## src/hw/rtl/jsp_pkg.sv

```systemverilog
package jsp_pkg;

    typedef enum logic {
        OP_SAMPLE = 1'b0,
        OP_DIRECT = 1'b1
    } t_opcode;

    typedef enum logic [2:0] {
        REG_DEAD_ZONE   = 3'd0,
        REG_STEP_SIZE   = 3'd1,
        REG_PITCH_LOW   = 3'd2,
        REG_PITCH_HIGH  = 3'd3,
        REG_YAW_LOW     = 3'd4,
        REG_YAW_HIGH    = 3'd5
    } t_reg_idx;

    // what one axis lane hands on to the output stage
    typedef struct packed {
        logic [7:0] angle;
        logic       written;
    } t_lane_result;

    localparam logic [7:0]  STICK_CENTRE    = 8'd128;
    localparam logic [7:0]  HOME_ANGLE      = 8'd90;
    localparam logic [7:0]  MAX_ANGLE       = 8'd180;
    localparam logic [11:0] CMP_BASE        = 12'd500;
    localparam logic [11:0] CMP_TOP         = 12'd2500;
    // 100/9 scaled by 2^16, rounded up; exact floor for angles up to 180
    localparam logic [19:0] CMP_RECIP       = 20'd728200;
    localparam int          CMP_SHIFT       = 16;
    localparam logic [7:0]  DEAD_ZONE_RST   = 8'd15;
    localparam logic [7:0]  STEP_SIZE_RST   = 8'd2;
    localparam logic [7:0]  LIMIT_LOW_RST   = 8'd0;
    localparam logic [7:0]  LIMIT_HIGH_RST  = 8'd180;

endpackage

```

## src/hw/rtl/jsp_axis_lane.sv

```systemverilog
module jsp_axis_lane #(
    parameter int FRAC_BITS = 8
) (
    input  logic                     i_clk,
    input  logic                     i_rst_n,
    input  logic                     i_accept,
    input  logic                     i_opcode,
    input  logic signed [8:0]        i_x,
    input  logic                     i_start,
    input  logic [7:0]               i_request,
    input  logic [7:0]               i_dead_zone,
    input  logic [7:0]               i_step_size,
    input  logic [7:0]               i_low,
    input  logic [7:0]               i_high,
    output jsp_pkg::t_lane_result    o_result
);

    // filter spans [-128, 128] in whole units plus sign
    localparam int FW = FRAC_BITS + 9;

    logic signed [FW-1:0] r_filter;
    logic signed [FW-1:0] n_filter;
    logic [7:0]           r_target;
    logic [7:0]           n_target;
    logic                 r_written;

    logic signed [FW-1:0] w_xq;
    logic signed [FW-1:0] w_fq;
    logic [FW-1:0]        w_mag;
    logic [FW-1:0]        w_dz_scaled;
    logic                 w_move;
    logic signed [9:0]    w_stepped;

    function automatic logic [7:0] clamp_angle(input logic signed [9:0] a,
                                               input logic [7:0] lo,
                                               input logic [7:0] hi);
        logic signed [9:0] v;
        begin
            v = a;
            if (v < $signed({2'b00, lo})) v = $signed({2'b00, lo});
            if (v > $signed({2'b00, hi})) v = $signed({2'b00, hi});
            clamp_angle = v[7:0];
        end
    endfunction

    // x/4 of the scaled sample is exact, f/4 floors
    assign w_xq     = FW'(i_x) <<< (FRAC_BITS - 2);
    assign w_fq     = r_filter >>> 2;
    assign n_filter = r_filter - w_fq + w_xq;

    assign w_mag       = n_filter[FW-1] ? FW'(-n_filter) : FW'(n_filter);
    assign w_dz_scaled = FW'(i_dead_zone) << FRAC_BITS;
    assign w_move      = (w_mag > w_dz_scaled) && (w_mag[FW-1:FRAC_BITS] != '0);

    always_comb begin
        w_stepped = $signed({2'b00, r_target});
        if (w_move) begin
            if (n_filter[FW-1]) begin
                w_stepped = $signed({2'b00, r_target}) - $signed({2'b00, i_step_size});
            end else begin
                w_stepped = $signed({2'b00, r_target}) + $signed({2'b00, i_step_size});
            end
        end
    end

    always_comb begin
        if (i_opcode == jsp_pkg::OP_DIRECT) begin
            n_target = clamp_angle($signed({2'b00, i_request}), i_low, i_high);
        end else if (i_start) begin
            n_target = jsp_pkg::HOME_ANGLE;
        end else begin
            n_target = clamp_angle(w_stepped, i_low, i_high);
        end
    end

    always_ff @(posedge i_clk) begin
        if (!i_rst_n) begin
            r_filter  <= '0;
            r_target  <= jsp_pkg::HOME_ANGLE;
            r_written <= 1'b0;
        end else if (i_accept) begin
            if (i_opcode == jsp_pkg::OP_SAMPLE) begin
                r_filter <= n_filter;
            end
            r_target  <= n_target;
            r_written <= (n_target != r_target);
        end
    end

    assign o_result.angle   = r_target;
    assign o_result.written = r_written;

`ifndef SYNTHESIS
    a_idle_holds: assert property (@(posedge i_clk) disable iff (!i_rst_n)
        !i_accept |=> $stable(r_target) && $stable(r_filter))
        else $error("lane state moved without a request");

    a_direct_keeps_filter: assert property (@(posedge i_clk) disable iff (!i_rst_n)
        i_accept && (i_opcode == jsp_pkg::OP_DIRECT) |=> $stable(r_filter))
        else $error("direct set disturbed the filter");

    a_written_flag: assert property (@(posedge i_clk) disable iff (!i_rst_n)
        i_accept |=> (r_written == (r_target != $past(r_target))))
        else $error("written flag disagrees with target change");
`endif

endmodule

```

## src/hw/rtl/jsp_merge.sv

```systemverilog
module jsp_merge (
    input  logic                  i_clk,
    input  logic                  i_rst_n,
    input  logic                  i_valid,
    input  jsp_pkg::t_lane_result i_pitch,
    input  jsp_pkg::t_lane_result i_yaw,
    output logic                  o_ready,
    input  logic                  i_stall,
    output logic                  o_valid,
    output logic [7:0]            o_pitch_angle,
    output logic [7:0]            o_yaw_angle,
    output logic [11:0]           o_pitch_compare,
    output logic [11:0]           o_yaw_compare,
    output logic                  o_pitch_written,
    output logic                  o_yaw_written
);

    logic        r_valid;
    logic [7:0]  r_pitch_angle;
    logic [7:0]  r_yaw_angle;
    logic [11:0] r_pitch_compare;
    logic [11:0] r_yaw_compare;
    logic        r_pitch_written;
    logic        r_yaw_written;
    logic        w_take;

    // 500 + v*2000/180, v saturated at 180
    function automatic logic [11:0] angle_to_compare(input logic [7:0] a);
        logic [7:0]  v;
        logic [27:0] prod;
        begin
            v    = (a > jsp_pkg::MAX_ANGLE) ? jsp_pkg::MAX_ANGLE : a;
            prod = 28'(v) * 28'(jsp_pkg::CMP_RECIP);
            angle_to_compare = jsp_pkg::CMP_BASE + prod[jsp_pkg::CMP_SHIFT +: 12];
        end
    endfunction

    assign o_ready = !r_valid || !i_stall;
    assign w_take  = i_valid && o_ready;

    always_ff @(posedge i_clk) begin
        if (!i_rst_n) begin
            r_valid <= 1'b0;
        end else if (w_take) begin
            r_valid <= 1'b1;
        end else if (!i_stall) begin
            r_valid <= 1'b0;
        end
    end

    always_ff @(posedge i_clk) begin
        if (w_take) begin
            r_pitch_angle   <= i_pitch.angle;
            r_yaw_angle     <= i_yaw.angle;
            r_pitch_compare <= angle_to_compare(i_pitch.angle);
            r_yaw_compare   <= angle_to_compare(i_yaw.angle);
            r_pitch_written <= i_pitch.written;
            r_yaw_written   <= i_yaw.written;
        end
    end

    assign o_valid         = r_valid;
    assign o_pitch_angle   = r_pitch_angle;
    assign o_yaw_angle     = r_yaw_angle;
    assign o_pitch_compare = r_pitch_compare;
    assign o_yaw_compare   = r_yaw_compare;
    assign o_pitch_written = r_pitch_written;
    assign o_yaw_written   = r_yaw_written;

`ifndef SYNTHESIS
    a_compare_range: assert property (@(posedge i_clk) disable iff (!i_rst_n)
        o_valid |-> (o_pitch_compare >= jsp_pkg::CMP_BASE) &&
                    (o_pitch_compare <= jsp_pkg::CMP_TOP) &&
                    (o_yaw_compare >= jsp_pkg::CMP_BASE) &&
                    (o_yaw_compare <= jsp_pkg::CMP_TOP))
        else $error("servo compare out of range");

    a_compare_saturates: assert property (@(posedge i_clk) disable iff (!i_rst_n)
        o_valid && (o_pitch_angle >= jsp_pkg::MAX_ANGLE) |->
            (o_pitch_compare == jsp_pkg::CMP_TOP))
        else $error("pitch compare not saturated at full angle");
`endif

endmodule

```

## src/hw/rtl/joystick_to_servo_pan_tilt.sv

```systemverilog
// Joystick to pan/tilt servo controller.
// Input channel (i_valid / o_stall): one request per item. Opcode 0 carries a
// joystick sample; both axes are low-pass filtered in parallel lanes, step
// their target angle when outside the dead zone, and are clamped to limits.
// Start recentres both targets to 90. Opcode 1 sets the angles directly.
// Output channel (o_valid / i_stall): one result per request with both
// angles, servo compare values (500..2500 us) and changed flags.
// Pipeline: a result passes the lane register, then the output register
// that holds the compare scaling.
// Throughput: one request per cycle while o_stall is low; filter and angle
// updates are computed combinationally inside each lane.
// Stall: a stalled result holds in the output register; the lane stage
// still takes one more request, after which o_stall rises until the
// receiver drains.
// Reset (synchronous, active low): filters clear, angles go to 90, limits to
// 0..180, dead zone 15, step 2. The user writes registers over the APB port
// only while the block is idle; the block itself does not enforce it.
module joystick_to_servo_pan_tilt #(
    parameter int FILTER_FRACTION_BITS = 8
) (
    input  logic        i_clk,
    input  logic        i_rst_n,

    input  logic        i_valid,
    output logic        o_stall,
    input  logic        i_opcode,
    input  logic [7:0]  i_stick_vertical,
    input  logic [7:0]  i_stick_horizontal,
    input  logic        i_start_pressed,
    input  logic [7:0]  i_request_pitch,
    input  logic [7:0]  i_request_yaw,

    output logic        o_valid,
    input  logic        i_stall,
    output logic [7:0]  o_pitch_angle,
    output logic [7:0]  o_yaw_angle,
    output logic [11:0] o_pitch_compare,
    output logic [11:0] o_yaw_compare,
    output logic        o_pitch_written,
    output logic        o_yaw_written,

    input  logic        psel,
    input  logic        penable,
    input  logic        pwrite,
    input  logic [4:0]  paddr,
    input  logic [31:0] pwdata,
    output logic [31:0] prdata,
    output logic        pready
);

    logic [7:0] r_dead_zone;
    logic [7:0] r_step_size;
    logic [7:0] r_pitch_low;
    logic [7:0] r_pitch_high;
    logic [7:0] r_yaw_low;
    logic [7:0] r_yaw_high;

    logic       r_s1_valid;
    logic       w_merge_ready;
    logic       w_accept;
    logic       w_cfg_write;
    logic [2:0] w_reg_idx;

    logic signed [8:0] w_x_pitch;
    logic signed [8:0] w_x_yaw;

    jsp_pkg::t_lane_result w_pitch_res;
    jsp_pkg::t_lane_result w_yaw_res;

    // configuration port
    assign pready      = 1'b1;
    assign w_cfg_write = psel && penable && pwrite && pready;
    assign w_reg_idx   = paddr[4:2];

    always_ff @(posedge i_clk) begin
        if (!i_rst_n) begin
            r_dead_zone  <= jsp_pkg::DEAD_ZONE_RST;
            r_step_size  <= jsp_pkg::STEP_SIZE_RST;
            r_pitch_low  <= jsp_pkg::LIMIT_LOW_RST;
            r_pitch_high <= jsp_pkg::LIMIT_HIGH_RST;
            r_yaw_low    <= jsp_pkg::LIMIT_LOW_RST;
            r_yaw_high   <= jsp_pkg::LIMIT_HIGH_RST;
        end else if (w_cfg_write) begin
            case (w_reg_idx)
                jsp_pkg::REG_DEAD_ZONE:  r_dead_zone  <= pwdata[7:0];
                jsp_pkg::REG_STEP_SIZE:  r_step_size  <= pwdata[7:0];
                jsp_pkg::REG_PITCH_LOW:  r_pitch_low  <= pwdata[7:0];
                jsp_pkg::REG_PITCH_HIGH: r_pitch_high <= pwdata[7:0];
                jsp_pkg::REG_YAW_LOW:    r_yaw_low    <= pwdata[7:0];
                jsp_pkg::REG_YAW_HIGH:   r_yaw_high   <= pwdata[7:0];
                default: ;
            endcase
        end
    end

    always_comb begin
        case (w_reg_idx)
            jsp_pkg::REG_DEAD_ZONE:  prdata = {24'd0, r_dead_zone};
            jsp_pkg::REG_STEP_SIZE:  prdata = {24'd0, r_step_size};
            jsp_pkg::REG_PITCH_LOW:  prdata = {24'd0, r_pitch_low};
            jsp_pkg::REG_PITCH_HIGH: prdata = {24'd0, r_pitch_high};
            jsp_pkg::REG_YAW_LOW:    prdata = {24'd0, r_yaw_low};
            jsp_pkg::REG_YAW_HIGH:   prdata = {24'd0, r_yaw_high};
            default:                 prdata = 32'd0;
        endcase
    end

    // lane stage advances when empty or when the output stage takes it
    assign o_stall  = r_s1_valid && !w_merge_ready;
    assign w_accept = i_valid && !o_stall;

    always_ff @(posedge i_clk) begin
        if (!i_rst_n) begin
            r_s1_valid <= 1'b0;
        end else if (w_accept) begin
            r_s1_valid <= 1'b1;
        end else if (w_merge_ready) begin
            r_s1_valid <= 1'b0;
        end
    end

    // centred sticks: up and right are positive
    assign w_x_pitch = $signed({1'b0, jsp_pkg::STICK_CENTRE}) - $signed({1'b0, i_stick_vertical});
    assign w_x_yaw   = $signed({1'b0, i_stick_horizontal}) - $signed({1'b0, jsp_pkg::STICK_CENTRE});

    jsp_axis_lane #(
        .FRAC_BITS (FILTER_FRACTION_BITS)
    ) u_pitch_lane (
        .i_clk       (i_clk),
        .i_rst_n     (i_rst_n),
        .i_accept    (w_accept),
        .i_opcode    (i_opcode),
        .i_x         (w_x_pitch),
        .i_start     (i_start_pressed),
        .i_request   (i_request_pitch),
        .i_dead_zone (r_dead_zone),
        .i_step_size (r_step_size),
        .i_low       (r_pitch_low),
        .i_high      (r_pitch_high),
        .o_result    (w_pitch_res)
    );

    jsp_axis_lane #(
        .FRAC_BITS (FILTER_FRACTION_BITS)
    ) u_yaw_lane (
        .i_clk       (i_clk),
        .i_rst_n     (i_rst_n),
        .i_accept    (w_accept),
        .i_opcode    (i_opcode),
        .i_x         (w_x_yaw),
        .i_start     (i_start_pressed),
        .i_request   (i_request_yaw),
        .i_dead_zone (r_dead_zone),
        .i_step_size (r_step_size),
        .i_low       (r_yaw_low),
        .i_high      (r_yaw_high),
        .o_result    (w_yaw_res)
    );

    jsp_merge u_merge (
        .i_clk           (i_clk),
        .i_rst_n         (i_rst_n),
        .i_valid         (r_s1_valid),
        .i_pitch         (w_pitch_res),
        .i_yaw           (w_yaw_res),
        .o_ready         (w_merge_ready),
        .i_stall         (i_stall),
        .o_valid         (o_valid),
        .o_pitch_angle   (o_pitch_angle),
        .o_yaw_angle     (o_yaw_angle),
        .o_pitch_compare (o_pitch_compare),
        .o_yaw_compare   (o_yaw_compare),
        .o_pitch_written (o_pitch_written),
        .o_yaw_written   (o_yaw_written)
    );

endmodule
```

## config.mk

```make
export PLATFORM = sky130hd
export DESIGN_NAME = joystick_to_servo_pan_tilt
export DESIGN_NICKNAME = d
export VERILOG_FILES = /design/src/hw/rtl/jsp_pkg.sv /design/src/hw/rtl/jsp_axis_lane.sv /design/src/hw/rtl/jsp_merge.sv /design/src/hw/rtl/joystick_to_servo_pan_tilt.sv
export SDC_FILE = /design/constraint.sdc
export NUM_CORES = 1
export LEC_CHECK = 0
export BUFFER_PORTS_ARGS = -buffer_cell sky130_fd_sc_hd__clkbuf_2
export CORE_ASPECT_RATIO = 1.1
export CORE_UTILIZATION = 35
export CTS_CLUSTER_DIAMETER = 120
export DETAILED_ROUTE_END_ITERATION = 8
export PLACE_DENSITY = 0.54
export SETUP_SLACK_MARGIN = 0.3
export SYNTH_ARGS = -nofsm -noshare
export SYNTH_HDL_FRONTEND = slang
export SYNTH_HIERARCHICAL = 1
export SYNTH_SLANG_ARGS = --single-unit
```

## constraint.sdc

```tcl
create_clock -name i_clk -period 12.7 [get_ports i_clk]
set_clock_uncertainty 0.15 [all_clocks]
set_input_delay 2.54 -clock i_clk [delete_from_list [all_inputs] [get_ports i_clk]]
set_output_delay 2.54 -clock i_clk [all_outputs]
set_load 0.02 [all_outputs]
```

==> results of run 1 <==
per-layer routing:
layer,track usage,wire length (um)
met1,0.2578,25680
met5,0,0
met3,0.02784,2206
met2,0.3484,26930
met4,0.06823,1440
what timing repair did:
item | in CTS | in global routing
setup endpoints to repair | 1 | 18
pin swaps | 0 | 20
setup buffers | 0 | 11
resized for setup | 2 | 57
stage by stage:
stage	cells	cell area, sq um	utilization	worst slack [ns]	hold slack [ns]
3_5_place_dp	3190	20960	0.3880	-0.2773	0.2931
3_3_place_gp	3190	20960	0.3880	-0.2199	0.2949
2_1_floorplan	2364	19350	-	0.4563	0.2935
6_report	3233	21900	0.4054	0.8293	0.3056
5_1_grt	3233	21900	0.4054	0.2250	0.3161
4_1_cts	3222	21540	0.3988	0.3241	0.3125
cell type report:
type / instances / area [sq um]
Fill cell: 5419 / 32110
Sequential cell: 144 / 3303
Inverter: 306 / 1149
Timing Repair Buffer: 213 / 1355
Multi-Input combinational cell: 1810 / 14600
Clock inverter: 14 / 138.9
Tap cell: 728 / 910.9
Clock buffer: 18 / 439.2
logic make-up after synthesis:
logic type                 Yosys count  share of synthesized area
AOI/OAI and AO/OA                  611                     0.2255
xor gates and xnor gates            87                    0.03995
adders and majority gates          329                     0.2384
buffers and inverters              410                    0.08920
DFF                                144                     0.1715
muxes                              117                    0.06295
other                                3                  0.0005846
and+or+nand+nor                    639                     0.1719
cell usage in the layout (no fill, tap or decap), types with 27 or more instances in the layout:
cell type / Yosys / routed
conb_1: 3 / 27
clkbuf_2: 0 / 102
nor2b_1: 48 / 47
a21o_1: 41 / 41
fa_1: 64 / 64
mux2_2: 32 / 32
nor3_1: 37 / 32
o21a_1: 42 / 42
mux2i_1: 84 / 82
edfxtp_1: 42 / 42
a21boi_0: 31 / 30
dfxtp_1: 102 / 102
a21oi_1: 104 / 97
o211ai_1: 35 / 35
nand3_1: 33 / 33
inv_1: 305 / 305
ha_1: 263 / 256
o21ai_0: 107 / 105
xnor2_1: 63 / 62
nand2_1: 200 / 200
buf_4: 34 / 108
nor2_1: 124 / 121
state kept, by name (all words and copies together), names as in the netlist, 12 cells and up:
name,cells
u_pitch_lane/r_filter,17
u_merge/o_pitch_compare,12
u_merge/o_yaw_compare,12
u_yaw_lane/r_filter,17
worst max path at each step:
stage                                startpoint                                    end  slack [ns]
after floorplan           i_stick_horizontal[1]      u_yaw_lane/r_written$_SDFFE_PN0P_        0.46
after global placement      i_stick_vertical[1]    u_pitch_lane/r_written$_SDFFE_PN0P_       -0.22
after detailed placement    i_stick_vertical[1]    u_pitch_lane/r_written$_SDFFE_PN0P_       -0.28
after CTS                   i_stick_vertical[1]    u_pitch_lane/r_written$_SDFFE_PN0P_        0.32
after global routing        i_stick_vertical[1]    u_pitch_lane/r_written$_SDFFE_PN0P_        0.22
final                       i_stick_vertical[1]  u_pitch_lane/r_target[4]$_SDFFE_PN1P_        0.83
worst max-delay path: cells and delay by family:
kind	cells	cell delay (ns)
buffers and inverters	8	0.78
and+or+nand+nor	13	2.88
AOI/OAI and AO/OA	20	3.31
adders and majority gates	7	2.16
muxes	1	0.28
xor gates and xnor gates	1	0.15
==> metrics.md, run 1 <==
| Metric | Value |
|---|---|
| FF+latch count, synth | approximately 140 |
| Initial DRC Count | about 1100 |
| Synth top area cells | ha_1, dfxtp_1, fa_1, edfxtp_1, inv_1 |
| Hold_sp | u_yaw_lane/r_written$_SDFFE_PN0P_ |
| CTS sink cnt | ~140 |
| GR Util All Layers | 0.2020 |
| Synth Warn # | 6 |
| Tmin final | about 12 ns |
| RD Place Congestion | a little over 0.9 |
| Wirelength, routed | around 56000 um |
| Critical Path AT | around 12 ns |
| CP Max Fanout | 19 |
| Yosys top cell by area | ha_1 |
| Element type at the critical path end | flop |
| Crit start category | primary input |
| Post-synthesis sequential area ratio | 0.1715 |
| Post-Syn Area | between 0.015 and 0.02 sq mm |
| Worst Hold Depth | 0 |
| Period utilization | 0.9347 |
| Worst Hold Class | reg -> reg |
| Final nets | 2897 |
| Global-route wire length before repair | ~89000 um |
| Total grt overflow | 0 |
| Synth top area share | 0.1709 |
| Synthesis-to-layout area growth | 13.69% |
| Cell Rows | 89 |
| Critical Path RT | approximately 13 ns |
| Antenna viol nets, final | 0 |
| Fin Setup TNS | 0 ns |
| Vias in the first global route | 16730 |
| Slew margin rel. | 0.2254 |
| RSZ-0062 raised after global routing | true |
| CTS tree | built |
| Longest Clk Path Bufs | 2 |
| Die ar. | 0.05597 sq mm |
| Pins Over Slew Limit | 0 |
| Worst-margin pin slew | approximately 1.2 ns |
| Clk slew on worst S/H paths | 0.08 ns |
| Number of port buffers | around 100 |
| Pre-antenna DRT Iters | 6 |
| Largest stage delay, worst path | ~0.53 ns |
| Wire per inst | 17.40 um |
| Clock latency on the worst-skew pair | 0.49 ns |
| Initial antenna violation count | 0 |
| Layout cell share with drive strength beyond 1 | 0.1593 |
| CTS Buf Count | 17 |
| Top cells by count, synth | inv_1, ha_1, nand2_1 |
| Max-capacitance violation count | 0 |
| Worst r2r src | u_pitch_lane/r_filter[6]$_SDFFE_PN0P_ |
| Fin. Hold Viols | 0 |
| WS Path Type | in -> reg |
| Routed via count | about 17000 |
| EDFF count, synth | 42 |
| CTS Root Cell | clkbuf_16 |
| Syn Area/Cell | ~8.2 sq um |
| Largest net degree at the start of global routing | around 100 |
| Final HPWL DP | 44380 um |
| Final setup viols | 0 |
| Count leader, synth | inv_1 |
| DRC viols | 0 |
| Fmax | roughly 84 MHz |
| Vias per std cell | between 5 and 6 |
| Worst reg-to-reg path cell count | 48 |
| Hold Buf Count CTS | 0 |
| Hold EP | u_merge/o_yaw_written$_DFFE_PP_ |
| Status | completed |
| Main synth FF type | dfxtp_1 |
| Core Area | 0.05401 sq mm |
| H-tree depth | 4 |
| Critical Path Most Common Cell | o21a_1 |
| Flop2flop setup slack | ~2.6 ns |
| CP max stage cell | fa_1 |
| Die width | approximately 230 um |
| Post-Syn Instances | between 2000 and 2500 |
| Total inserted antenna cells | 0 |
| Ys async rst share | 0 |
| Netlist cell types | ~120 |
| FF-to-FF End | u_pitch_lane/r_target[4]$_SDFFE_PN1P_ |
| Die Y | around 250 um |
| Starting density of the core | 0.3566 |
| IO Pins | around 160 |
Power of run 1 is left out: the tool's default activity adds up to more than one toggle a clock period on the data nets, which glitch-free logic cannot reach.
==> inputs of run 2 (changes only) <==
--- a/config.mk
+++ b/config.mk
@@ -10,8 +10,9 @@
 export CORE_UTILIZATION = 35
 export CTS_CLUSTER_DIAMETER = 120
 export DETAILED_ROUTE_END_ITERATION = 8
-export PLACE_DENSITY = 0.54
+export PLACE_DENSITY = 0.52
 export SETUP_SLACK_MARGIN = 0.3
+export SKIP_CTS_REPAIR_TIMING = 1
 export SYNTH_ARGS = -nofsm -noshare
 export SYNTH_HDL_FRONTEND = slang
 export SYNTH_HIERARCHICAL = 1
==> constraint.sdc (replaced) <==
create_clock -name i_clk -period 14.3 [get_ports i_clk]
set_clock_uncertainty 0.15 [all_clocks]
set_input_delay 2.86 -clock i_clk [delete_from_list [all_inputs] [get_ports i_clk]]
set_output_delay 2.86 -clock i_clk [all_outputs]
set_load 0.02 [all_outputs]
==> metrics.md, run 2 (synthesis gave the netlist of run 1 again) <==
| Metric | Value |
|---|---|
| WS Path Type | in -> reg |
| Filler Cells Inserted | 5600 |
| Hold EP | u_merge/o_yaw_written$_DFFE_PP_ |
| Top Registers | u_pitch_lane/r_filter x17, u_yaw_lane/r_filter x17 |
| Longest Clk Path Bufs | 2 |
| Die Y | around 250 um |
| Fin. Hold Viols | 0 |
| Largest stage delay, worst path | 0.61 ns |
| Clk slew on worst S/H paths | around 0.07 ns |
| Element type at the critical path end | flop |
| Layout cell share with drive strength beyond 1 | 0.1181 |
| Multi-input logic area | approximately 0.014 sq mm |
| Pre-antenna DRT Iters | 6 |
| CP max stage cell | or4b_4 |
| Final nets | approximately 2800 |
| Antenna viol nets, final | 0 |
| Status | completed |
| H-tree depth | 4 |
| Die ar. | between 0.05 and 0.06 sq mm |
| Worst-margin pin slew | between 1 and 1.5 ns |
| Worst r2r src | u_yaw_lane/r_filter[3]$_SDFFE_PN0P_ |
| Worst Hold Depth | 0 |
| CTS Buf Count | 17 |
| Max-capacitance violation count | 0 |
| CP Max Fanout | 19 |
| Tmin final | ~13 ns |
| Worst path top cell family by delay | compound AO/OA/AOI/OAI gates |
| Worst reg-to-reg path cell count | 46 |
| Wire per inst | between 15 and 20 um |
| Cell Rows | around 90 |
| Number of port buffers | 103 |
| CTS Root Cell | clkbuf_16 |
| Core Area | approximately 0.054 sq mm |
| RSZ-0062 raised after global routing | false |
| Pins Over Slew Limit | 0 |
| Commonest non-fill, non-tap cell in the layout | inv_1 |
| Die width | approximately 230 um |
| Critical Path AT | 13.30 ns |
| CTS tree | built |
| Final setup viols | 0 |
| Flop2flop setup slack | ~3.4 ns |
| Period utilization | 0.9145 |
| Vias in the first global route | between 15000 and 20000 |
| FF-to-FF End | u_yaw_lane/r_written$_SDFFE_PN0P_ |
| Vias per std cell | 5.358 |
| Crit start category | primary input |
| Clock latency on the worst-skew pair | 0.50 ns |
| Critical Path Most Common Cell | ha_1 |
| Initial antenna violation count | 0 |
| Slew margin rel. | 0.2628 |
| Hold_sp | u_yaw_lane/r_written$_SDFFE_PN0P_ |
| Largest net degree at the start of global routing | about 90 |
| Final HPWL DP | 44110 um |
| GR Util All Layers | 0.2023 |
| CTS sink cnt | about 140 |
| Total inserted antenna cells | 0 |
| Register area | 0.003303 sq mm |
| Wirelength, routed | 55680 um |
| Routed via count | around 17000 |
| Synthesis-to-layout area growth | 9.699% |
| Critical Path RT | about 15 ns |
| Worst Hold Class | reg -> reg |
| Starting density of the core | 0.3566 |
| IO Pins | 155 |
| Fmax | between 70 and 80 MHz |
| RD Place Congestion | 0.8920 |
| Initial DRC Count | about 1100 |
| DRC viols | 0 |
| Total grt overflow | 0 |
| Most frequent cells in the layout | inv_1, ha_1, nand2_1 |
| Buf+Inv Stages, Crit Path | 8 |
| Fin Setup TNS | 0 ns |
| Global-route wire length before repair | between 80000 and 90000 um |
-- run 2: area by class of cell --
class,instances,share of cell area
Tap cell,728,0.04311
Multi-Input combinational cell,1810,0.6804
Sequential cell,144,0.1563
Timing Repair Buffer,138,0.03695
Clock inverter,14,0.007521
Clock buffer,18,0.02132
Inverter,306,0.05436
-- run 2: stage by stage --
step,cells,cell area (sq um),setup slack [ns],hold slack (ns),util
after floorplan,2364,19350,1.736,0.2935,-
after global placement,3122,20450,0.5938,0.2744,0.3786
after detailed placement,3122,20450,0.5014,0.2768,0.3786
after CTS,3154,21060,1.007,0.2947,0.3899
after global routing,3158,21130,0.3621,0.3038,0.3912
final,3158,21130,1.223,0.2874,0.3912
-- run 2: worst reg2reg max path: cells and delay by family (launching register included) --
family,cells,cell delay (ns)
mux,1,0.41
xor+xnor,2,0.61
fa+ha+maj,7,1.96
compound gates,20,4.27
simple gates,14,2.97
buf+inv,2,0.11
flops,1,0.34
-- run 2: per-layer routing --
layer	vias to the layer above	share of wire	routed length (um)	GRT usage
li1	8433	-	-	-
met1	8056	0.47	26190	0.2607
met2	355	0.46	25670	0.3375
met3	76	0.035	1975	0.03102
met4	0	0.033	1840	0.08103
met5	-	0	0	0
-- run 2: worst max-delay path by stage --
| stage | start | endpoint | slack (ns) | depth (start not counted) |
|---|---|---|---|---|
| 2_1_floorplan | i_stick_horizontal[1] | u_yaw_lane/r_written$_SDFFE_PN0P_ | 1.74 | 51 |
| 3_3_place_gp | i_stick_vertical[0] | u_pitch_lane/r_written$_SDFFE_PN0P_ | 0.59 | 53 |
| 3_5_place_dp | i_stick_vertical[2] | u_pitch_lane/r_written$_SDFFE_PN0P_ | 0.50 | 51 |
| 4_1_cts | i_stick_vertical[2] | u_pitch_lane/r_written$_SDFFE_PN0P_ | 1.01 | 51 |
| 5_1_grt | i_stick_vertical[0] | u_pitch_lane/r_written$_SDFFE_PN0P_ | 0.36 | 53 |
| 6_report | i_stick_vertical[0] | u_pitch_lane/r_written$_SDFFE_PN0P_ | 1.22 | 51 |
Power of run 2 is left out for the same reason.
